$ cat src/hw/rtl/fpr_pkg.sv
// Shared types and constants for the FIFO page replacement unit.
// Used by fpr_cell, fpr_table and fifo_page_replacement_unit; no dependencies.
`default_nettype none

package fpr_pkg;

  // Built depth of the resident table and width of a page number.
  localparam int MAX_FRAMES = 16;
  localparam int PAGE_BITS  = 16;

  // Index width of one frame, and width of a count that can hold MAX_FRAMES.
  localparam int IDX_W = (MAX_FRAMES > 1) ? $clog2(MAX_FRAMES) : 1;
  localparam int CNT_W = $clog2(MAX_FRAMES + 1);

  // Configuration register file.
  localparam int CFG_DATA_W = 32;
  localparam int CFG_ADDR_W = 3;
  localparam int TSIZE_W    = 5;
  localparam logic [TSIZE_W-1:0] TSIZE_RESET = TSIZE_W'(16);
  localparam logic REG_TABLE_SIZE = 1'b0;

  // Result counters.
  localparam int TOTAL_W = 32;

  // Stream words.
  localparam int S_DATA_W = ((PAGE_BITS + 7) / 8) * 8;
  localparam int M_BITS   = 1 + 2 * TOTAL_W;
  localparam int M_DATA_W = ((M_BITS + 7) / 8) * 8;

  typedef logic [PAGE_BITS-1:0] page_t;
  typedef logic [IDX_W-1:0]     idx_t;
  typedef logic [CNT_W-1:0]     cnt_t;
  typedef logic [TOTAL_W-1:0]   total_t;

  // A lookup request handed from the top level to the table.
  typedef struct packed {
    logic  valid;
    page_t page;
  } fpr_req_t;

  // Control broadcast by the table to every cell in the chain.
  typedef struct packed {
    logic  miss;
    page_t page;
    cnt_t  used;
    cnt_t  size;
  } fpr_cell_ctl_t;

endpackage

`default_nettype wire

$ cat src/hw/rtl/fpr_cell.sv
// One frame of the resident table: holds a page, compares it with the request
// and loads from its younger neighbor or from the request. Depends on fpr_pkg.
`default_nettype none

module fpr_cell (
  input  wire logic                  clk,
  input  wire fpr_pkg::idx_t         cell_index,
  input  wire fpr_pkg::fpr_cell_ctl_t ctl,
  input  wire fpr_pkg::page_t        neighbor,
  output fpr_pkg::page_t             entry,
  output logic                       match
);
  import fpr_pkg::*;

  cnt_t  pos;
  cnt_t  pos_plus;
  logic  load;
  page_t entry_next;

  assign pos      = cnt_t'(cell_index);
  assign pos_plus = pos + cnt_t'(1);

  // Only frames that hold a written page take part in the compare.
  assign match = (pos < ctl.used) && (entry == ctl.page);

  // On a miss the new page fills the next free frame, or the chain moves one
  // place toward the old end and the page enters at the young end.
  always_comb begin
    load       = 1'b0;
    entry_next = ctl.page;
    if (ctl.miss) begin
      if (ctl.used < ctl.size) begin
        load = (pos == ctl.used);
      end else if (pos_plus < ctl.size) begin
        load       = 1'b1;
        entry_next = neighbor;
      end else if (pos_plus == ctl.size) begin
        load = 1'b1;
      end
    end
  end

  always_ff @(posedge clk) begin
    if (load) begin
      entry <= entry_next;
    end
  end

endmodule

`default_nettype wire

$ cat src/hw/rtl/fpr_table.sv
// Resident page table: a chain of fpr_cell frames plus the fill count.
// Depends on fpr_pkg and fpr_cell.
`default_nettype none

module fpr_table (
  input  wire logic              clk,
  input  wire logic              rst,
  input  wire fpr_pkg::fpr_req_t req,
  input  wire fpr_pkg::cnt_t     size,
  output logic                   hit
);
  import fpr_pkg::*;

  cnt_t          filled_count;
  cnt_t          filled_count_next;
  cnt_t          used;
  fpr_cell_ctl_t ctl;
  page_t         entries [MAX_FRAMES];
  logic [MAX_FRAMES-1:0] cell_match;

  // Frames above the current size are not used, even if filled earlier.
  assign used = (filled_count < size) ? filled_count : size;

  assign hit      = |cell_match;
  assign ctl.miss = req.valid && !hit;
  assign ctl.page = req.page;
  assign ctl.used = used;
  assign ctl.size = size;

  // Chain of frames; the last frame of the chain takes the request as its neighbor.
  for (genvar g = 0; g < MAX_FRAMES; g++) begin : g_cell
    page_t neighbor;
    if (g < MAX_FRAMES - 1) begin : g_mid
      assign neighbor = entries[g+1];
    end else begin : g_last
      assign neighbor = req.page;
    end

    fpr_cell u_cell (
      .clk        (clk),
      .cell_index (idx_t'(g)),
      .ctl        (ctl),
      .neighbor   (neighbor),
      .entry      (entries[g]),
      .match      (cell_match[g])
    );
  end

  // Fill count grows on a miss until the table is full, then sits at the size.
  always_comb begin
    filled_count_next = filled_count;
    if (ctl.miss) begin
      filled_count_next = (used < size) ? used + cnt_t'(1) : size;
    end
  end

  always_ff @(posedge clk) begin
    if (rst) begin
      filled_count <= '0;
    end else begin
      filled_count <= filled_count_next;
    end
  end

endmodule

`default_nettype wire

$ cat src/hw/rtl/fifo_page_replacement_unit.sv
// FIFO page replacement unit: stream ports, APB register, counters, result
// register. Depends on fpr_pkg and fpr_table.
//
// Usage:
//   The slave stream takes one page number per word on s_tdata. Page zero is
//   taken and dropped with no result. Every nonzero page is looked up in the
//   resident table; the master stream returns one word per such page with
//   the fault flag and the saturating request and miss totals.
//   The result of an accepted page is registered and shows on m_tvalid in the
//   next cycle. One word is taken per cycle while the receiver keeps up: all
//   frames compare in parallel and the chain of frames shifts in the same
//   cycle, so the compare-and-update across the cells sets the rate.
//   The result sits in an output register. While m_tvalid is high and
//   m_tready is low, s_tready is low; when the result is taken, a new word
//   may be taken in the same cycle.
//   table_size (register 0, byte address 0) selects how many frames are used;
//   zero counts as one and values above the built depth as the full depth.
//   Write it only while the block is idle.
//   Reset clears the fill count, both totals and the output valid flag and sets
//   table_size to 16. No clearing pass runs; the block is ready right after.
`default_nettype none

module fifo_page_replacement_unit (
  input  wire logic                          clk,
  input  wire logic                          rst,
  // Slave stream.
  input  wire logic                          s_tvalid,
  output logic                               s_tready,
  input  wire logic [fpr_pkg::S_DATA_W-1:0]  s_tdata,  // [15:0] page_number
  // Master stream.
  output logic                               m_tvalid,
  input  wire logic                          m_tready,
  output logic [fpr_pkg::M_DATA_W-1:0]       m_tdata,  // [0] fault,
                                                       // [32:1] request_total,
                                                       // [64:33] miss_total
  // APB configuration port.
  input  wire logic                          psel,
  input  wire logic                          penable,
  input  wire logic                          pwrite,
  input  wire logic [fpr_pkg::CFG_ADDR_W-1:0] paddr,
  input  wire logic [fpr_pkg::CFG_DATA_W-1:0] pwdata,
  output logic [fpr_pkg::CFG_DATA_W-1:0]     prdata,
  output logic                               pready
);
  import fpr_pkg::*;

  logic [TSIZE_W-1:0] table_size;
  cnt_t     eff_size;
  logic     s_accept;
  logic     cfg_write;
  page_t    page;
  fpr_req_t req;
  logic     hit;
  total_t   request_counter;
  total_t   miss_counter;
  total_t   request_counter_next;
  total_t   miss_counter_next;

  // Register access: register index is the word address.
  assign pready    = 1'b1;
  assign cfg_write = psel && penable && pwrite && pready;

  always_ff @(posedge clk) begin
    if (rst) begin
      table_size <= TSIZE_RESET;
    end else if (cfg_write && (paddr[2] == REG_TABLE_SIZE)) begin
      table_size <= pwdata[TSIZE_W-1:0];
    end
  end

  always_comb begin
    prdata = '0;
    if (paddr[2] == REG_TABLE_SIZE) begin
      prdata = CFG_DATA_W'(table_size);
    end
  end

  // Effective number of frames: zero counts as one, clamp at built depth.
  always_comb begin
    if (table_size == '0) begin
      eff_size = cnt_t'(1);
    end else if (32'(table_size) > 32'(MAX_FRAMES)) begin
      eff_size = cnt_t'(MAX_FRAMES);
    end else begin
      eff_size = cnt_t'(table_size);
    end
  end

  // Input handshake; the output register frees up when its word is taken.
  assign s_tready  = !m_tvalid || m_tready;
  assign s_accept  = s_tvalid && s_tready;
  assign page      = s_tdata[PAGE_BITS-1:0];
  assign req.valid = s_accept && (page != '0);
  assign req.page  = page;

  fpr_table u_table (
    .clk  (clk),
    .rst  (rst),
    .req  (req),
    .size (eff_size),
    .hit  (hit)
  );

  // Saturating totals.
  always_comb begin
    request_counter_next = request_counter;
    miss_counter_next    = miss_counter;
    if (req.valid) begin
      if (request_counter != '1) begin
        request_counter_next = request_counter + total_t'(1);
      end
      if (!hit && (miss_counter != '1)) begin
        miss_counter_next = miss_counter + total_t'(1);
      end
    end
  end

  always_ff @(posedge clk) begin
    if (rst) begin
      request_counter <= '0;
      miss_counter    <= '0;
    end else begin
      request_counter <= request_counter_next;
      miss_counter    <= miss_counter_next;
    end
  end

  // Output register.
  always_ff @(posedge clk) begin
    if (rst) begin
      m_tvalid <= 1'b0;
    end else if (req.valid) begin
      m_tvalid <= 1'b1;
    end else if (m_tready) begin
      m_tvalid <= 1'b0;
    end
  end

  always_ff @(posedge clk) begin
    if (req.valid) begin
      m_tdata <= M_DATA_W'({miss_counter_next, request_counter_next, !hit});
    end
  end

  // A zero page never produces a result word.
  a_zero_page_silent: assert property (@(posedge clk) disable iff (rst)
    (s_accept && (page == '0)) |=> !m_tvalid)
    else $error("zero page produced a result word");

  // Every nonzero page produces a result word in the next cycle.
  a_request_result: assert property (@(posedge clk) disable iff (rst)
    req.valid |=> (m_tvalid && (m_tdata[TOTAL_W:1] == request_counter)))
    else $error("request did not produce a matching result word");

  // Misses never outnumber requests.
  a_miss_le_request: assert property (@(posedge clk) disable iff (rst)
    miss_counter <= request_counter)
    else $error("miss total exceeds request total");

endmodule

`default_nettype wire

$ cat config.mk
export PLATFORM = sky130hd
export DESIGN_NAME = fifo_page_replacement_unit
export DESIGN_NICKNAME = d
export VERILOG_FILES = /design/src/hw/rtl/fpr_pkg.sv /design/src/hw/rtl/fpr_cell.sv /design/src/hw/rtl/fpr_table.sv /design/src/hw/rtl/fifo_page_replacement_unit.sv
export SDC_FILE = /design/constraint.sdc
export NUM_CORES = 1
export LEC_CHECK = 0
export ABC_AREA = 1
export BUFFER_PORTS_ARGS = -buffer_cell sky130_fd_sc_hd__buf_4
export CAP_MARGIN = 20
export CORE_UTILIZATION = 47
export CTS_BUF_LIST = sky130_fd_sc_hd__clkbuf_8
export DETAILED_ROUTE_END_ITERATION = 16
export PLACE_DENSITY = 0.7
export SLEW_MARGIN = 20
export SYNTH_ARGS = -nofsm -noshare
export SYNTH_HDL_FRONTEND = slang
export SYNTH_SLANG_ARGS = --single-unit
export TNS_END_PERCENT = 50
$ cat constraint.sdc
create_clock -name clk -period 7.25 [get_ports clk]
set_clock_uncertainty 0.15 [all_clocks]
set_input_delay 0 -clock clk [delete_from_list [all_inputs] [get_ports clk]]
set_output_delay 0 -clock clk [all_outputs]
set_load 0.02 [all_outputs]
=== Word level (Yosys, flattened, before mapping) ===
Index checks and enable logic that the tools add are counted.

* Logic and storage cells: 261
* Register bits: 396
* Output and inout bits: 107
* Input port bits: 58

* Magnitude comparators: 35
* Add/subtract/negate cells: 3
* Reductions and logical operators: 31
* Eq/ne operators: 49
* Mux-type cells: 120
* Bitwise gates (word level): 1

{| class="wikitable"
|+ Operators with widths
! kind !! count
|-
| $mux W16 || 45
|-
| $eq A16 B16 Y1 || 16
|-
| $mux W32 || 4
|-
| $eq A4 B5 Y1 const A || 16
|-
| $lt A4 B5 Y1 const A || 16
|-
| $mux W1 || 66
|-
| $add A32 B1 Y32 const B || 2
|-
| $ne A32 B32 Y1 const B || 2
|-
| $eq A3 B5 Y1 const A || 8
|-
| $lt A3 B5 Y1 const A || 8
|-
| $mux W5 || 5
|-
| $logic_and A1 B1 Y1 || 23
|-
| $eq A2 B5 Y1 const A || 4
|-
| $lt A2 B5 Y1 const A || 4
|-
| $reduce_bool A16 Y1 || 1
|-
| $reduce_or A16 Y1 || 1
|-
| $lt A1 B5 Y1 const A || 3
|-
| $eq A1 B5 Y1 const A || 2
|-
| $logic_not A5 Y1 || 2
|-
| $lt A5 B5 Y1 || 2
|-
| $add A5 B1 Y5 const B || 1
|-
| $eq A5 B5 Y1 const A || 1
|-
| $gt A5 B5 Y1 const B || 1
|-
| $lt A5 B5 Y1 const A || 1
|-
| other kinds (4) || 5
|}

=== Depth between registers and ports, before layout ===
* Depth after elaboration: 12
* Gate-level depth with buffers: 28
* Gate-level depth less buffers: 24

=== By module ===
A second synthesis with hierarchy kept.

* Cells, all modules: 4308
* Area total of the unflattened synthesis: 31261.2 um^2

{| class="wikitable"
|+ By module, submodules not included
! module !! cells each !! area an instance (um^2) !! times used
|-
| fpr_cell at u_table.g_cell[0].u_cell ... || 204 || 1463.9 || 12
|-
| fifo_page_replacement_unit || 921 || 7121.8 || 1
|-
| fpr_cell at u_table.g_cell[15].u_cell ... || 207 || 1473.9 || 2
|-
| fpr_cell at u_table.g_cell[14].u_cell || 209 || 1465.2 || 1
|-
| fpr_cell at u_table.g_cell[13].u_cell || 209 || 1463.9 || 1
|-
| fpr_table || 107 || 695.7 || 1
|}

=== Worst setup path before layout ===
No wires, ideal clock.

* Path type: flip-flop to flip-flop
* From: register table_size[4]
* To: register u_table.g_cell[2].u_cell.entry[0] (enable)
* Slack: 2.206 ns
* Data required time: 6.686 ns
* Arrival: 4.480 ns
* Path buffers: 4
* Stages on the path, launching flop included: 21
* Clock period less this slack: 5.044 ns
* Cells stage by stage: dfxtp_1 buf_6 nor2_1 inv_1 ha_1 a21oi_1 nor2_1 nor2_1 nand2_2 buf_6 nand2_2 nand2_2 ha_1 nand2_1 nor2_1 o21ai_0 nand2_1 clkbuf_1 clkbuf_1 a21oi_1 a211oi_1

* Cells in the longest elaborated chain, start to end: 11
* Elaborated cells between the ends (all ways): 49
* Classes of those cells: 20 x order compare; 2 x eq/ne; 7 x mux; 20 x reduce/logical

{| class="wikitable"
|+ RTL lines
! what !! line !! text
|-
| from (decl) || fifo_page_replacement_unit.sv:47 || <nowiki>logic [TSIZE_W-1:0] table_size;</nowiki>
|-
| from (signal assigned) || fifo_page_replacement_unit.sv:67 || <nowiki>table_size <= pwdata[TSIZE_W-1:0];</nowiki>
|-
| $gt A5 B5 Y1 || fifo_page_replacement_unit.sv:82 || <nowiki>end else if (32'(table_size) > 32'(MAX_FRAMES)) begin</nowiki>
|-
| $mux W5 || fifo_page_replacement_unit.sv:82 ||
|-
| $mux W5 * || fifo_page_replacement_unit.sv:80 || <nowiki>if (table_size == '0) begin</nowiki>
|-
| $lt A5 B5 Y1 || fpr_table.sv:22 || <nowiki>assign used = (filled_count < size) ? filled_count : size;</nowiki>
|-
| $mux W5 || fpr_table.sv:22 ||
|-
| $lt A4 B5 Y1 (tied with other cells) || fpr_cell.sv:24 || <nowiki>assign match = (pos < ctl.used) && (entry == ctl.page);</nowiki>
|-
| $logic_and A1 B1 Y1 || fpr_cell.sv:24 ||
|-
| $reduce_or A16 Y1 || fpr_table.sv:24 || <nowiki>assign hit = |cell_match;</nowiki>
|-
| $logic_not A1 Y1 || fpr_table.sv:25 || <nowiki>assign ctl.miss = req.valid && !hit;</nowiki>
|-
| $logic_and A1 B1 Y1 || fpr_table.sv:25 ||
|-
| $mux W1 * || fpr_cell.sv:31 || <nowiki>if (ctl.miss) begin</nowiki>
|-
| via u_table.g_cell[2].u_cell.load || fpr_cell.sv:17 || <nowiki>logic load;</nowiki>
|-
| to (signal assigned) || fpr_cell.sv:45 || <nowiki>entry <= entry_next;</nowiki>
|-
| to (decl) || fpr_cell.sv:10 || <nowiki>output fpr_pkg::page_t entry,</nowiki>
|}

Mark *: on every way through the listed nets, which the timed path passes. The rest lies on a longest branch.
A chain may end at the register's enable or synchronous reset.

=== Final worst setup path ===
* From: register table_size[4]
* To: register u_table.g_cell[8].u_cell.entry[15] (enable)

* Cells in the longest elaborated chain, start to end: 11
* Elaborated cells between the ends (all ways): 49
* Classes of those cells: 20 x order compare; 2 x eq/ne; 7 x mux; 20 x reduce/logical

{| class="wikitable"
|+ RTL lines
! what !! line
|-
| $gt A5 B5 Y1 || fifo_page_replacement_unit.sv:82
|-
| $mux W5 || fifo_page_replacement_unit.sv:82
|-
| $mux W5 * || fifo_page_replacement_unit.sv:80
|-
| $lt A5 B5 Y1 || fpr_table.sv:22
|-
| $mux W5 || fpr_table.sv:22
|-
| $lt A4 B5 Y1 (tied with other cells) || fpr_cell.sv:24
|-
| $logic_and A1 B1 Y1 || fpr_cell.sv:24
|-
| $reduce_or A16 Y1 || fpr_table.sv:24
|-
| $logic_not A1 Y1 || fpr_table.sv:25
|-
| $logic_and A1 B1 Y1 || fpr_table.sv:25
|-
| $mux W1 * || fpr_cell.sv:31
|-
| via u_table.g_cell[8].u_cell.load || fpr_cell.sv:17
|-
| to (signal assigned) || fpr_cell.sv:45
|-
| to (decl) || fpr_cell.sv:10
|}

Marked as above.

==> results by group <==
Status
  • Status: finished clean

Worst setup path
  • Crit-path max FO: 38
  • Startpoint Class: flop
  • Crit path capture type: flop
  • WS Path Type: reg -> reg
  • Critical Path Source: table_size[4]
  • R2R depth: 22
  • Origin of the critical flop-to-flop path: table_size[4]
  • CP arrival: 6160 ps
  • Critical Path RT: 7350 ps

Yosys
  • Asr flop ratio synth: 0%
  • Synth Warn #: 0
  • Synthesized area: 0.02196 sq mm
  • Syn_area_per_cell: 8.527 sq um
  • Number of synthesized flops with an enable pin: 321
  • Synth cell count leaders: nand2_1, edfxtp_1, o21ai_0
  • Yosys reg bits: 396
  • Synth area leader: edfxtp_1
  • Area contributors post-synth: edfxtp_1, nand2_1, dfxtp_1
  • Sequential share of the synthesized area: 50.74%
  • Main flop type after synthesis: edfxtp_1
  • Most numerous cell in the Yosys netlist: nand2_1
  • Netlist cell types: 47
  • Cells after Synth: 2575
  • Post-synth top area share: 43.90%

Finish
  • Share of post-route cells with drive strength above 1: 10.79%
  • Fillers: 4034
  • Layout Nets: 2753
  • Area Overhead vs Synth: 12.35%
  • Register area: 0.01114 sq mm
  • Multi-input gate area: 0.009373 sq mm
  • Ant diodes: 0
  • Fin area: 0.02467 sq mm

Clock network
  • Post-CTS Hold Buffers: 36
  • Postcts setup bufs: 0
  • CTS tree: yes
  • Clock tree root driver cell: clkbuf_8
  • Clk buf depth: 3
  • TritonCTS Buffers: 68
  • Post-cts sizing count: 0
  • Clock sink count: 396
  • Clock latency on the worst-skew pair: 640 ps
  • Clock-pin slew on the worst setup and hold paths: 60 ps
  • H-tree Lvls: 3

GRT
  • GRT Total Usage: 25.62%
  • Total gr overflow: 0
  • Initial antenna violation count: 1
  • Largest net degree at the start of global routing: 75
  • Vias in the first global route: 16280
  • First-pass GRT wire length: 92400 um

Floorplan
  • Starting Density: 47.97%
  • IO Count: 165
  • Chip width: 218.1 um
  • Height of the die: 218.1 um
  • Core box area: 0.04577 sq mm
  • Total die area: 0.04759 sq mm
  • Rows: 78

STA
  • Relative slew slack: 29.84%
  • Hold Violations, Final: 0
  • Fmax: 165.2 MHz
  • Final setup violation count: 0
  • Final Max Slew Viols: 0
  • Tmin final: 6055 ps
  • Slew @ Worst Pin: 1050 ps
  • Tcrit/Tclk final: 83.52%
  • Setup_tns: 0 ps
  • RSZ-0062 raised after global routing: false

Route
  • DR iter-0 viols: 1766
  • Avg Vias per Cell: 5.298
  • DRT Pass-1 Iters: 6
  • Routed wire length: 61030 um
  • Wire length per cell: 18.31 um
  • DR DRC count: 0
  • Via Count: 17660
  • Detail Route Antenna Nets: 0

Pwr
  • Internal power: 0.005298 W
  • Pwr per Cell Area: 338.5 mW/mm^2
  • Switching Fraction: 36.56%
  • Gate power share: 31.0%
  • LEAKAGE: 9.627 nW
  • Peak supply drop: 0.2223 mV
  • NetSw: 0.003052 W
  • Sequential Power Share: 45.7%
  • Clk pwr share: 23.4%

Placed design
  • GPL Wtd Cong: 0.9249
  • Port Buffers: 100
  • Placed cell areas: 0.02299 sq mm
  • HPWL after detailed placement: 41260 um

Hold path
  • Hold Crit Class: in -> out
  • Hold depth: 3
  • Hold Path Origin: paddr[2]

Run
  • Max Cap Violations: 0
## state kept, by name (all words and copies together), names as in the netlist
name and flops:
u_table.filled_count 5, request_counter 32, miss_counter 32, u_table.g_cell.u_cell.entry 256, table_size 5, m_tdata 65
m_tvalid 1
## critical path, stage by stage, from the launching register on
cell     delay, ps
dfxtp_1        440
nor2_1         330
inv_1          150
ha_1           310
a21oi_1        160
nor2_1          60
nor2_1         450
nand2_2        290
o21ai_4        330
nor2_1         190
nand2_1        120
nand2_1         50
nand2_1        110
nand3_2        110
nor2_4         230
nand2_2        100
nor2_2          80
buf_4          360
nand2_2        280
nor2_1         160
buf_4          320
nand2_1        170
nand2_1        680
## through the flow
step	cells	hold slack, ps	total power, W	util (%)	setup WS, ps
finish	3333	195.7	0.008350	53.90	1195
global route	3333	218.1	0.008838	53.90	900.0
CTS	3333	182.3	0.008325	53.85	1388
detailed placement	3176	79.45	0.006351	50.23	1382
global placement	3176	75.77	0.006274	50.23	1489
floorplan	2608	-70.21	0.005664	-	2206
## logic make-up after synthesis
family | count (synthesis) | share of synthesized area [%]
adder cells (fa/ha/maj) | 13 | 0.7408
buffers and inverters | 366 | 7.402
other | 2 | 0.03420
XOR/XNOR | 221 | 8.815
flip-flops | 396 | 50.74
AND/OR/NAND/NOR | 1226 | 23.94
multiplexers | 2 | 0.1026
AO/OA/AOI/OAI | 349 | 8.228
## path summary, 6_finish.rpt
check | slack, ps | endpoint
worst min-delay path | 200 | prdata[4]
worst max register to register | 1190 | u_table.g_cell[8].u_cell.entry[15]
worst min register to register | 340 | miss_counter[26]
worst max-delay path | 1190 | u_table.g_cell[8].u_cell.entry[15]
## layout by cell type, fill, tap and decap left out, drive strengths merged, types with 5 or more instances in the layout
| cell type | instances |
|---|---|
| nand2 | 756 |
| edfxtp | 321 |
| o21ai | 264 |
| nor2 | 227 |
| inv | 220 |
| xnor2 | 135 |
| buf | 131 |
| xor2 | 86 |
| clkbuf | 78 |
| dfxtp | 75 |
| nand3 | 70 |
| a21oi | 65 |
| nand4 | 52 |
| nor3 | 46 |
| dlygate4sd3 | 36 |
| conb | 35 |
| or2 | 29 |
| clkinv | 23 |
| nor4 | 20 |
| ha | 13 |
| and2 | 12 |
| a211oi | 8 |
| nand3b | 5 |
| nor3b | 5 |
## area by class of cell
cell class              count  share of cell area [%]
well taps                 600                   3.043
clock buffers              78                   4.352
clock inverters            43                  0.9180
repair buffers            167                   5.447
inverters                 203                   3.089
multi-input cells        1846                   37.99
flip-flops and latches    396                   45.16
## power by group through the flow
stage | sequential (W) | clock, W | combinational, W
global placement | 0.00382 | 0 | 0.00246
finish | 0.00381 | 0.00195 | 0.00259
global route | 0.00387 | 0.00209 | 0.00288
detailed placement | 0.00384 | 0 | 0.00251
floorplan | 0.00375 | 0 | 0.00191
CTS | 0.00380 | 0.00199 | 0.00254
## per-layer routing
| layer | share of wire [%] | GRT usage (%) | up-vias |
|---|---|---|---|
| met2 | 44 | 38.34 | 792 |
| met4 | 3.1 | 10.12 | 0 |
| met1 | 44 | 36.58 | 8122 |
| met5 | 0 | 0 | - |
| met3 | 9.8 | 4.774 | 126 |
| li1 | - | - | 8617 |
Power figures use the tool's default switching activity.
